<file path="config.mk">
export PLATFORM = sky130hd
export DESIGN_NAME = line_rasterizer_unit
export DESIGN_NICKNAME = d
export VERILOG_FILES = /design/src/hw/rtl/lr_pkg.sv /design/src/hw/rtl/lr_start.sv /design/src/hw/rtl/lr_stepper.sv /design/src/hw/rtl/line_rasterizer_unit.sv
export SDC_FILE = /design/constraint.sdc
export NUM_CORES = 1
export LEC_CHECK = 0
export BUFFER_PORTS_ARGS = -buffer_cell sky130_fd_sc_hd__buf_4
export CORE_MARGIN = 2
export CORE_UTILIZATION = 30
export DETAILED_ROUTE_END_ITERATION = 6
export SYNTH_ARGS = -nofsm -noshare
export SYNTH_HDL_FRONTEND = slang
export SYNTH_HIERARCHICAL = 1
export SYNTH_SLANG_ARGS = --single-unit
</file>
<file path="constraint.sdc">
create_clock -name clk_i -period 16.3 [get_ports clk_i]
set_clock_uncertainty 0.05 [all_clocks]
set_input_delay 0.815 -clock clk_i [delete_from_list [all_inputs] [get_ports clk_i]]
set_output_delay 0.815 -clock clk_i [all_outputs]
set_load 0.005 [all_outputs]
</file>
<file path="src/hw/rtl/lr_pkg.sv">
// Shared types and constants for the line rasterizer.
// No dependencies; used by lr_start, lr_stepper and line_rasterizer_unit.
package lr_pkg;

  localparam int COORD_BITS_DEF = 12;
  localparam int COLOR_BITS_DEF = 16;
  localparam int ORIGIN_X_RST   = 100;
  localparam int ORIGIN_Y_RST   = 160;

  typedef enum logic [0:0] {
    CMD_START = 1'b0,
    CMD_STEP  = 1'b1
  } cmd_e;

  typedef enum logic [0:0] {
    CFG_ORIGIN_X = 1'b0,
    CFG_ORIGIN_Y = 1'b1
  } cfg_idx_e;

  // Unit step directions, each -1, 0 or +1.
  typedef struct packed {
    logic signed [1:0] par_x;
    logic signed [1:0] par_y;
    logic signed [1:0] diag_x;
    logic signed [1:0] diag_y;
  } steps_t;

endpackage

</file>
<file path="src/hw/rtl/lr_start.sv">
// Line setup: fast/slow axis, lengths, step directions and initial error.
// Depends on lr_pkg (steps_t).
module lr_start #(
  parameter int COORD_BITS = lr_pkg::COORD_BITS_DEF
) (
  input  logic signed [COORD_BITS-1:0] start_x_i,
  input  logic signed [COORD_BITS-1:0] start_y_i,
  input  logic signed [COORD_BITS-1:0] end_x_i,
  input  logic signed [COORD_BITS-1:0] end_y_i,
  output logic        [COORD_BITS-1:0] fast_len_o,
  output logic        [COORD_BITS-1:0] slow_len_o,
  output logic signed [COORD_BITS:0]   err_init_o,
  output lr_pkg::steps_t               steps_o
);

  logic signed [COORD_BITS:0]   dx, dy;
  logic        [COORD_BITS:0]   dx_neg, dy_neg;
  logic        [COORD_BITS-1:0] adx, ady;
  logic signed [1:0]            ix, iy;
  logic                         x_fast;

  always_comb begin
    dx     = $signed({end_x_i[COORD_BITS-1], end_x_i})
           - $signed({start_x_i[COORD_BITS-1], start_x_i});
    dy     = $signed({end_y_i[COORD_BITS-1], end_y_i})
           - $signed({start_y_i[COORD_BITS-1], start_y_i});
    dx_neg = -dx;
    dy_neg = -dy;
    adx    = dx[COORD_BITS] ? dx_neg[COORD_BITS-1:0] : dx[COORD_BITS-1:0];
    ady    = dy[COORD_BITS] ? dy_neg[COORD_BITS-1:0] : dy[COORD_BITS-1:0];
    ix     = dx[COORD_BITS] ? 2'sb11 : ((dx != '0) ? 2'sb01 : 2'sb00);
    iy     = dy[COORD_BITS] ? 2'sb11 : ((dy != '0) ? 2'sb01 : 2'sb00);
    // y is the fast axis on a tie
    x_fast = (adx > ady);

    steps_o.diag_x = ix;
    steps_o.diag_y = iy;
    if (x_fast) begin
      steps_o.par_x = ix;
      steps_o.par_y = 2'sb00;
      fast_len_o    = adx;
      slow_len_o    = ady;
    end else begin
      steps_o.par_x = 2'sb00;
      steps_o.par_y = iy;
      fast_len_o    = ady;
      slow_len_o    = adx;
    end
    err_init_o = $signed({2'b00, fast_len_o[COORD_BITS-1:1]});
  end

endmodule

</file>
<file path="src/hw/rtl/lr_stepper.sv">
// One Bresenham step: error update, step choice, position and count update.
// Depends on lr_pkg (steps_t).
module lr_stepper #(
  parameter int COORD_BITS = lr_pkg::COORD_BITS_DEF
) (
  input  logic signed [COORD_BITS-1:0] cur_x_i,
  input  logic signed [COORD_BITS-1:0] cur_y_i,
  input  logic signed [COORD_BITS:0]   err_i,
  input  logic        [COORD_BITS-1:0] fast_len_i,
  input  logic        [COORD_BITS-1:0] slow_len_i,
  input  logic        [COORD_BITS-1:0] pixels_left_i,
  input  lr_pkg::steps_t               steps_i,
  output logic signed [COORD_BITS-1:0] cur_x_o,
  output logic signed [COORD_BITS-1:0] cur_y_o,
  output logic signed [COORD_BITS:0]   err_o,
  output logic        [COORD_BITS-1:0] pixels_left_o,
  output logic                         done_o
);

  logic signed [COORD_BITS:0]   err_sub;
  logic                         diag;
  logic signed [1:0]            sx, sy;

  always_comb begin
    // error stays in [0, fast_len), so one sign bit of headroom suffices
    err_sub = err_i - $signed({1'b0, slow_len_i});
    diag    = err_sub[COORD_BITS];
    err_o   = diag ? (err_sub + $signed({1'b0, fast_len_i})) : err_sub;
    sx      = diag ? steps_i.diag_x : steps_i.par_x;
    sy      = diag ? steps_i.diag_y : steps_i.par_y;
    cur_x_o = cur_x_i + {{(COORD_BITS-2){sx[1]}}, sx};
    cur_y_o = cur_y_i + {{(COORD_BITS-2){sy[1]}}, sy};
    // an active line always has at least one pixel left
    pixels_left_o = pixels_left_i - COORD_BITS'(1);
    done_o        = (pixels_left_i == COORD_BITS'(1));
  end

endmodule

</file>
<file path="src/hw/rtl/line_rasterizer_unit.sv">
// Top level of the Bresenham line rasterizer: input register, line state,
// result register. Depends on lr_pkg, lr_start and lr_stepper.
//
// Usage:
//   Input channel (in_valid_i / in_stall_o): one transaction per command.
//   A start command (command_i = 0) loads endpoints and color and yields
//   the start pixel; a step command (command_i = 1) yields the next pixel
//   of the active line, or nothing when no line is active.
//   Output channel (out_valid_o / out_stall_i): one pixel per transaction,
//   offset by the origin registers, last_pixel_o set on the end point.
//   Config port: cfg_we_i writes origin_x (index 0) or origin_y (index 1).
//   Order: a taken command waits in the input register; its result is
//   loaded into the result register once the output is not stalled.
//   Throughput: one command per cycle unless the output stalls; the step
//   datapath (one subtract, one conditional add, position increment) sets it.
//   Reset: no line active, pipeline empty, origins at 100 / 160.
//   Stall: while out_stall_i holds a pending pixel, the block still takes
//   one command into its input register, then raises in_stall_o.
module line_rasterizer_unit #(
  parameter int COORD_BITS = lr_pkg::COORD_BITS_DEF,
  parameter int COLOR_BITS = lr_pkg::COLOR_BITS_DEF
) (
  input  logic                         clk_i,
  input  logic                         rst_ni,
  // command channel
  input  logic                         in_valid_i,
  output logic                         in_stall_o,
  input  logic                         command_i,
  input  logic signed [COORD_BITS-1:0] start_x_i,
  input  logic signed [COORD_BITS-1:0] start_y_i,
  input  logic signed [COORD_BITS-1:0] end_x_i,
  input  logic signed [COORD_BITS-1:0] end_y_i,
  input  logic        [COLOR_BITS-1:0] color_i,
  // pixel channel
  output logic                         out_valid_o,
  input  logic                         out_stall_i,
  output logic signed [COORD_BITS:0]   pixel_x_o,
  output logic signed [COORD_BITS:0]   pixel_y_o,
  output logic        [COLOR_BITS-1:0] pixel_color_o,
  output logic                         last_pixel_o,
  // configuration write port
  input  logic                         cfg_we_i,
  input  logic                         cfg_index_i,
  input  logic        [COORD_BITS-1:0] cfg_data_i
);

  // ---------------------------------------------------------------------
  // Handshake control
  // ---------------------------------------------------------------------
  logic advance;   // compute stage may move into the result register
  logic accept;    // input transaction taken this cycle

  // input register
  logic                         s1_valid_q;
  lr_pkg::cmd_e                 s1_cmd_q;
  logic signed [COORD_BITS-1:0] s1_sx_q, s1_sy_q, s1_ex_q, s1_ey_q;
  logic        [COLOR_BITS-1:0] s1_color_q;

  // line state
  logic                         active_q, active_d;
  logic signed [COORD_BITS-1:0] cur_x_q, cur_x_d, cur_y_q, cur_y_d;
  logic signed [COORD_BITS:0]   err_q, err_d;
  logic        [COORD_BITS-1:0] fast_q, fast_d, slow_q, slow_d;
  logic        [COORD_BITS-1:0] left_q, left_d;
  lr_pkg::steps_t               steps_q, steps_d;
  logic        [COLOR_BITS-1:0] color_q, color_d;

  // origin registers
  logic signed [COORD_BITS-1:0] origin_x_q, origin_y_q;

  // result register
  logic                         out_valid_q, out_valid_d;
  logic signed [COORD_BITS:0]   pix_x_q, pix_x_d, pix_y_q, pix_y_d;
  logic        [COLOR_BITS-1:0] pix_color_q, pix_color_d;
  logic                         last_q, last_d;

  // setup and step datapaths
  logic        [COORD_BITS-1:0] st_fast, st_slow;
  logic signed [COORD_BITS:0]   st_err;
  lr_pkg::steps_t               st_steps;
  logic signed [COORD_BITS-1:0] sp_x, sp_y;
  logic signed [COORD_BITS:0]   sp_err;
  logic        [COORD_BITS-1:0] sp_left;
  logic                         sp_done;

  assign advance    = !out_valid_q || !out_stall_i;
  assign in_stall_o = s1_valid_q && !advance;
  assign accept     = in_valid_i && !in_stall_o;

  lr_start #(
    .COORD_BITS (COORD_BITS)
  ) u_start (
    .start_x_i  (s1_sx_q),
    .start_y_i  (s1_sy_q),
    .end_x_i    (s1_ex_q),
    .end_y_i    (s1_ey_q),
    .fast_len_o (st_fast),
    .slow_len_o (st_slow),
    .err_init_o (st_err),
    .steps_o    (st_steps)
  );

  lr_stepper #(
    .COORD_BITS (COORD_BITS)
  ) u_stepper (
    .cur_x_i       (cur_x_q),
    .cur_y_i       (cur_y_q),
    .err_i         (err_q),
    .fast_len_i    (fast_q),
    .slow_len_i    (slow_q),
    .pixels_left_i (left_q),
    .steps_i       (steps_q),
    .cur_x_o       (sp_x),
    .cur_y_o       (sp_y),
    .err_o         (sp_err),
    .pixels_left_o (sp_left),
    .done_o        (sp_done)
  );

  // ---------------------------------------------------------------------
  // Compute stage: next line state and the pixel to present
  // ---------------------------------------------------------------------
  always_comb begin
    active_d    = active_q;
    cur_x_d     = cur_x_q;
    cur_y_d     = cur_y_q;
    err_d       = err_q;
    fast_d      = fast_q;
    slow_d      = slow_q;
    left_d      = left_q;
    steps_d     = steps_q;
    color_d     = color_q;
    out_valid_d = out_valid_q;
    last_d      = last_q;

    if (advance) begin
      out_valid_d = 1'b0;
      if (s1_valid_q) begin
        unique case (s1_cmd_q)
          lr_pkg::CMD_START: begin
            // a start drops any line in progress
            cur_x_d     = s1_sx_q;
            cur_y_d     = s1_sy_q;
            err_d       = st_err;
            fast_d      = st_fast;
            slow_d      = st_slow;
            left_d      = st_fast;
            steps_d     = st_steps;
            color_d     = s1_color_q;
            active_d    = (st_fast != '0);
            out_valid_d = 1'b1;
            last_d      = (st_fast == '0);
          end
          lr_pkg::CMD_STEP: begin
            if (active_q) begin
              cur_x_d     = sp_x;
              cur_y_d     = sp_y;
              err_d       = sp_err;
              left_d      = sp_left;
              active_d    = !sp_done;
              out_valid_d = 1'b1;
              last_d      = sp_done;
            end
          end
          default: ;
        endcase
      end
    end

    pix_x_d     = $signed({cur_x_d[COORD_BITS-1], cur_x_d})
                + $signed({origin_x_q[COORD_BITS-1], origin_x_q});
    pix_y_d     = $signed({cur_y_d[COORD_BITS-1], cur_y_d})
                + $signed({origin_y_q[COORD_BITS-1], origin_y_q});
    pix_color_d = color_d;
  end

  // ---------------------------------------------------------------------
  // Registers
  // ---------------------------------------------------------------------
  always_ff @(posedge clk_i or negedge rst_ni) begin
    if (!rst_ni) begin
      s1_valid_q  <= 1'b0;
      active_q    <= 1'b0;
      out_valid_q <= 1'b0;
      origin_x_q  <= COORD_BITS'(lr_pkg::ORIGIN_X_RST);
      origin_y_q  <= COORD_BITS'(lr_pkg::ORIGIN_Y_RST);
    end else begin
      if (accept) begin
        s1_valid_q <= 1'b1;
      end else if (advance) begin
        s1_valid_q <= 1'b0;
      end
      active_q    <= active_d;
      out_valid_q <= out_valid_d;
      if (cfg_we_i) begin
        unique case (lr_pkg::cfg_idx_e'(cfg_index_i))
          lr_pkg::CFG_ORIGIN_X: origin_x_q <= $signed(cfg_data_i);
          lr_pkg::CFG_ORIGIN_Y: origin_y_q <= $signed(cfg_data_i);
          default: ;
        endcase
      end
    end
  end

  // payload: no reset needed
  always_ff @(posedge clk_i) begin
    if (accept) begin
      s1_cmd_q   <= lr_pkg::cmd_e'(command_i);
      s1_sx_q    <= start_x_i;
      s1_sy_q    <= start_y_i;
      s1_ex_q    <= end_x_i;
      s1_ey_q    <= end_y_i;
      s1_color_q <= color_i;
    end
    cur_x_q <= cur_x_d;
    cur_y_q <= cur_y_d;
    err_q   <= err_d;
    fast_q  <= fast_d;
    slow_q  <= slow_d;
    left_q  <= left_d;
    steps_q <= steps_d;
    color_q <= color_d;
    if (out_valid_d && advance) begin
      pix_x_q     <= pix_x_d;
      pix_y_q     <= pix_y_d;
      pix_color_q <= pix_color_d;
      last_q      <= last_d;
    end
  end

  assign out_valid_o   = out_valid_q;
  assign pixel_x_o     = pix_x_q;
  assign pixel_y_o     = pix_y_q;
  assign pixel_color_o = pix_color_q;
  assign last_pixel_o  = last_q;

endmodule
</file>
# [Yosys cells after proc, flatten, opt, wreduce, memory -nomap -nowiden]
# Index checks and enable logic that the tools add are counted.
[word_totals] latchBits=0 wordCells=98 ram_bits=0 in_bits=83 regBits=232 romBits=0 mem_count=0
[classes] mul=0 n_mux=36 n_eq_ne=2 bitwise_logic=2 reduce_logical=20 addsub=11 n_shift=0 n_div=0 n_lt_le_gt_ge=1
[ops] cell="2-to-1 mux 12 bit" count=11
[ops] cell="one-hot mux 12 bit (2 select lines)" count=3
[ops] cell="2-to-1 mux 16 bit" count=3
[ops] cell="adder 12 x 12 -> 13 bit" count=2
[ops] cell="2-to-1 mux 13 bit" count=2
[ops] cell="one-hot mux 13 bit (2 select lines)" count=1
[ops] cell="nonzero test 13 bit" count=2
[ops] cell="subtractor 12 x 12 -> 13 bit" count=2
[ops] cell="adder 12 bit" count=2
[ops] cell="negation 12 bit" count=2
[ops] cell="adder 13 bit" count=1
[ops] cell="subtractor 13 bit" count=1
[ops] cell="equality test 12 x 1 -> 1 bit (second input constant)" count=1
[ops] cell="greater-than comparator 12 bit" count=1
[ops] cell="zero test 12 bit" count=1
[ops] cell="nonzero test 12 bit" count=1
[ops] cell="subtractor 12 x 1 -> 12 bit (second input constant)" count=1
[ops] cell="2-to-1 mux 1 bit" count=9
[ops] cell="2-to-1 mux 2 bit" count=4
[ops] cell="one-hot mux 1 bit (2 select lines)" count=3
[ops] cell="AND reduction 2 bit" count=3
[ops] cell="AND reduction 3 bit" count=2
[ops] cell="zero test 1 bit" count=5
[ops] cell="AND reduction 4 bit" count=1
[ops] cell="5 further kinds" count=8

# [Depth between registers and ports, before layout]
[logic_depth] depth_word=8 mapped_depth=29

# [Hierarchy]
# The synthesis kept the hierarchy.
[by_module_without_submodules] mod="line_rasterizer_unit" seq_area_each_um2=6437.4 cells_each=610 area_per_inst_um2=9022.4 n_inst=1
[by_module_without_submodules] mod="lr_stepper" seq_area_each_um2=0.0 cells_each=350 area_per_inst_um2=2588.7 n_inst=1
[by_module_without_submodules] mod="lr_start" seq_area_each_um2=0.0 cells_each=340 area_per_inst_um2=2402.3 n_inst=1

# [Least setup slack after synthesis]
# Ideal clock, no wire load.
[synth_timing] path_type="reg2reg" from="register slow_q[0]" to="register pix_y_q[11], in the netlist pixel_y_o[11] (data pin)" arrival_time_ps=5479 stages_incl_launch_ff=29 n_path_buf=1 path_slack_ps=10495 setup_time_ps=275 required_ps=15975 cell_sequence="edfxtp_1 ha_1 fa_1 nor2b_1 o31ai_4 a2bb2oi_4 a31oi_4 o211ai_4 buf_6 mux2_4 ha_1 inv_1 fa_1 nor2b_1 o21ai_1 a21boi_1 o21ai_0 a21oi_1 or4_1 nand4_1 or3_1 o21ai_0 a21oi_1 ha_1 and4_1 a21o_1 or3_1 o311ai_1 a2111oi_2"
[synth_between] elab_chain_len=8
[synth_lines] item="from (decl)" line="line_rasterizer_unit.sv:63" text="logic [COORD_BITS-1:0] fast_q, fast_d, slow_q, slow_d;"
[synth_lines] item="from (signal assigned)" line="line_rasterizer_unit.sv:219" text="slow_q <= slow_d;"
[synth_lines] item="subtractor 13 bit" line="lr_stepper.sv:26" text="err_sub = err_i - $signed({1'b0, slow_len_i});"
[synth_lines] item="2-to-1 mux 2 bit" line="lr_stepper.sv:30" text="sy = diag ? steps_i.diag_y : steps_i.par_y;"
[synth_lines] item="adder 12 bit" line="lr_stepper.sv:32" text="cur_y_o = cur_y_i + {{(COORD_BITS-2){sy[1]}}, sy};"
[synth_lines] item="named net sp_y[10]" line="line_rasterizer_unit.sv:81" text="logic signed [COORD_BITS-1:0] sp_x, sp_y;"
[synth_lines] item="2-to-1 mux 12 bit" line="line_rasterizer_unit.sv:155" text="if (active_q) begin"
[synth_lines] item="one-hot mux 12 bit (2 select lines)" line="line_rasterizer_unit.sv:139" text="unique case (s1_cmd_q)"
[synth_lines] item="2-to-1 mux 12 bit" line="line_rasterizer_unit.sv:138" text="if (s1_valid_q) begin"
[synth_lines] item="2-to-1 mux 12 bit" line="line_rasterizer_unit.sv:136" text="if (advance) begin"
[synth_lines] item="named net cur_y_d[10]" line="line_rasterizer_unit.sv:61" text="logic signed [COORD_BITS-1:0] cur_x_q, cur_x_d, cur_y_q, cur_y_d;"
[synth_lines] item="adder 12 x 12 -> 13 bit" line="line_rasterizer_unit.sv:173" text="+ $signed({origin_y_q[COORD_BITS-1], origin_y_q});"
[synth_lines] item="named net pix_y_d[11]" line="line_rasterizer_unit.sv:73" text="logic signed [COORD_BITS:0] pix_x_q, pix_x_d, pix_y_q, pix_y_d;"
[synth_lines] item="to (signal assigned)" line="line_rasterizer_unit.sv:225" text="pix_y_q <= pix_y_d;"
[synth_lines] item="to (decl)" line="line_rasterizer_unit.sv:73"
# The timed path passes the listed nets, and every way through them passes these cells.
# A chain may end at the register's enable or synchronous reset.

# [Worst setup path in the final report]
# Same ends and word-level chain as after synthesis.

==> run metrics <==
RePlAce Congestion 0.873; leading cell type in the layout, fill and taps excluded edfxtp_1; Die Ht 220 um; final setup vio count 0; CP Launch Type register; Max Slew Vio Count 0; WL/cell 16.4 um; Crit Path Category reg -> reg; Slew headroom 0.264; Antenna diodes 0; pre-CTS WS about 9600 ps; largest net degree at the start of global routing 66; Seq/Total Area, Yosys 0.459; fin crit period 6700 ps; drt pass-1 iters 4; clock sink count 232; area grow syn2layout 16.9%; cell taking the most area after synthesis edfxtp_1; I/O pin cnt ~130; most frequent cells in the layout edfxtp_1, buf_4, ha_1; DP HPWL approximately 25 mm; post-route worst setup slack 9600 ps; initial antenna violation count 1; dpl cells 1990; share of flip-flops with an asynchronous set or reset 0.116; Final period util 0.411; Syn Std Cell Area 14000 um2; Initial Utilization 0.302; Max rail drop VDD 0.102 mV; RSZ-0062 raised after global routing false; Critical Path AT 6910 ps; ys flop type edfxtp_1; status finished, final reports clean; Non-Filler Instances 2034; DR DRC count 0; Hold Violations, Final 0; vias in the first global route 10100; Synth Register Bits 232; clock buffer depth 3; Slew @ Worst Pin approximately 1100 ps; Max FO, Critical Path 24; Leak Pwr between 6 and 7 nW; post-place instance area 15500 um2; CORE AREA 46400 um2; Max Cap Violations 0; CTS Buf Count 24; cts repair resizes 0; Hold Path Class in -> async; Vias/cell 4.94; Synth Instances 1300; first-pass GRT wire length 52.6 mm; fin area ~16000 um2; Overflow after GRT 0; CTS tree yes; pwr dens about 230 nW/um2; Worst-path clk slew approximately 70 ps; Post-synth EDFFs approximately 170; Post-CTS Setup Bufs 0; YS warnings 6; Port Buffers about 130; f_max between 100 and 150 MHz; Worst setup EP type register; detailed-route via count 10000; Total GRT Usage 0.136; H-Tree Depth 1; row cnt 79; setup TNS 0 ps; width of the chip 220 um; Yosys top cell area share 0.354; most area-consuming cells after synthesis edfxtp_1, ha_1, dfxtp_1; critical path required time 16500 ps; hold_buf cts 0; share of cells above drive strength 1 0.190; full die area 48500 um2; fin nets around 1600; Clock Tree Root clkbuf_16; post-synth cell types 88; syn_area_per_cell between 10 and 15 um2; DR iter-0 viols 500; final WL 33.4 mm; clk_lat worst skew 530 ps; antenna viol nets, final 0
## state kept, by name, indices dropped and copies added (netlist names), 8 cells and up
| register | count |
|---|---|
| s1_sx_q | 12 |
| slow_q | 12 |
| pixel_y_o | 13 |
| origin_y_q | 12 |
| fast_q | 12 |
| left_q | 12 |
| steps_q | 8 |
| err_q | 13 |
| s1_ex_q | 12 |
| pixel_x_o | 13 |
| pixel_color_o | 16 |
| s1_sy_q | 12 |
| s1_ey_q | 12 |
| cur_y_q | 12 |
| color_q | 16 |
| cur_x_q | 12 |
| origin_x_q | 12 |
| s1_color_q | 16 |
## cell families after synthesis
logic type | Yosys count | share of synthesized area
adder cells (fa/ha/maj) | 118 | 0.110
XOR/XNOR | 92 | 0.0575
AO/OA/AOI/OAI | 293 | 0.140
flip-flops | 232 | 0.459
other | 1 | 0.000268
multiplexers | 87 | 0.0691
AND/OR/NAND/NOR | 334 | 0.121
buffers and inverters | 143 | 0.0435
## stage by stage
step	total power, mW	hold WS (ps)	utilization
2_1_floorplan	2.70	364	-
3_3_place_gp	3.14	374	0.335
3_5_place_dp	3.17	383	0.335
4_1_cts	3.78	142	0.353
5_1_grt	4.09	160	0.353
6_report	3.77	150	0.353
## per-layer routing
| layer | global-route usage | up-vias | part of all wire |
|---|---|---|---|
| li1 | - | 4991 | - |
| met2 | 0.235 | 187 | 0.48 |
| met3 | 0.0220 | 57 | 0.046 |
| met5 | 0 | - | 0 |
| met4 | 0.0456 | 0 | 0.030 |
| met1 | 0.173 | 4812 | 0.44 |
## cell usage after synthesis (5+ instances only)
cell type / number
nand4_1: 13
o21a_1: 11
nor2_1: 66
mux2i_1: 28
edfxtp_1: 165
or3_1: 31
mux2_4: 5
a211oi_1: 5
and3_1: 8
a21o_1: 26
dfstp_2: 5
fa_1: 8
and2_1: 6
xnor2_1: 55
nor3_1: 25
o22ai_1: 27
nand3_1: 14
o21ai_0: 59
mux2_2: 52
inv_1: 89
nand2_1: 96
a31oi_1: 17
dfrtp_1: 22
buf_2: 10
nor2b_1: 22
o211ai_1: 9
ha_1: 110
nand2b_1: 12
xor2_1: 37
or4_1: 6
nor4_1: 12
buf_4: 13
a21oi_1: 81
dfxtp_1: 40
clkbuf_1: 24
## cell type report
type / instances / area (um2)
well taps: 607 / 759
flip-flops and latches: 232 / 6440
multi-input cells: 926 / 7000
clock buffers: 34 / 709
repair buffers: 135 / 1010
clock inverters: 10 / 131
inverters: 90 / 338
fillers: 4562 / 30000
## power by group
| part | internal (mW) | total [mW] | switching (mW) |
|---|---|---|---|
| Sequential | 0.869 | 0.947 | 0.0786 |
| Clock | 0.351 | 0.582 | 0.231 |
| Combinational | 1.01 | 2.24 | 1.23 |
## worst paths after layout
path | from | to | slack (ps) | cells past startpoint
worst max register to register | slow_q[0]$_DFFE_PP_ | pixel_y_o[11]$_DFFE_PP_ | 9600 | 26
worst min register to register | color_q[11]$_DFF_P_ | color_q[11]$_DFF_P_ | 400 | 2
min in group clk_i | color_q[11]$_DFF_P_ | color_q[11]$_DFF_P_ | 400 | 2
worst max-delay path | slow_q[0]$_DFFE_PP_ | pixel_y_o[11]$_DFFE_PP_ | 9600 | 26
max in group asynchronous | rst_ni | origin_x_q[2]$_DFFE_PN1P_ | 15730 | 1
worst min-delay path | rst_ni | origin_x_q[9]$_DFFE_PN0P_ | 150 | 1
## critical path, cell delays in order (launching register included)
cell	delay, ps
edfxtp_1	370
ha_1	220
fa_1	400
nor2b_1	260
o31ai_4	110
a2bb2oi_4	250
a31oi_4	120
o211ai_4	390
mux2i_2	380
inv_1	260
ha_1	410
nor2b_1	160
o21ai_1	80
a21boi_1	190
o21ai_0	120
a21oi_1	290
or4_1	170
nand4_1	80
or3_1	340
o21ai_0	80
a21oi_1	110
ha_1	400
and4_1	240
a21o_1	210
or3_1	320
o311ai_1	310
a2111oi_2	100
No activity file was read; power rests on OpenSTA's default activity.
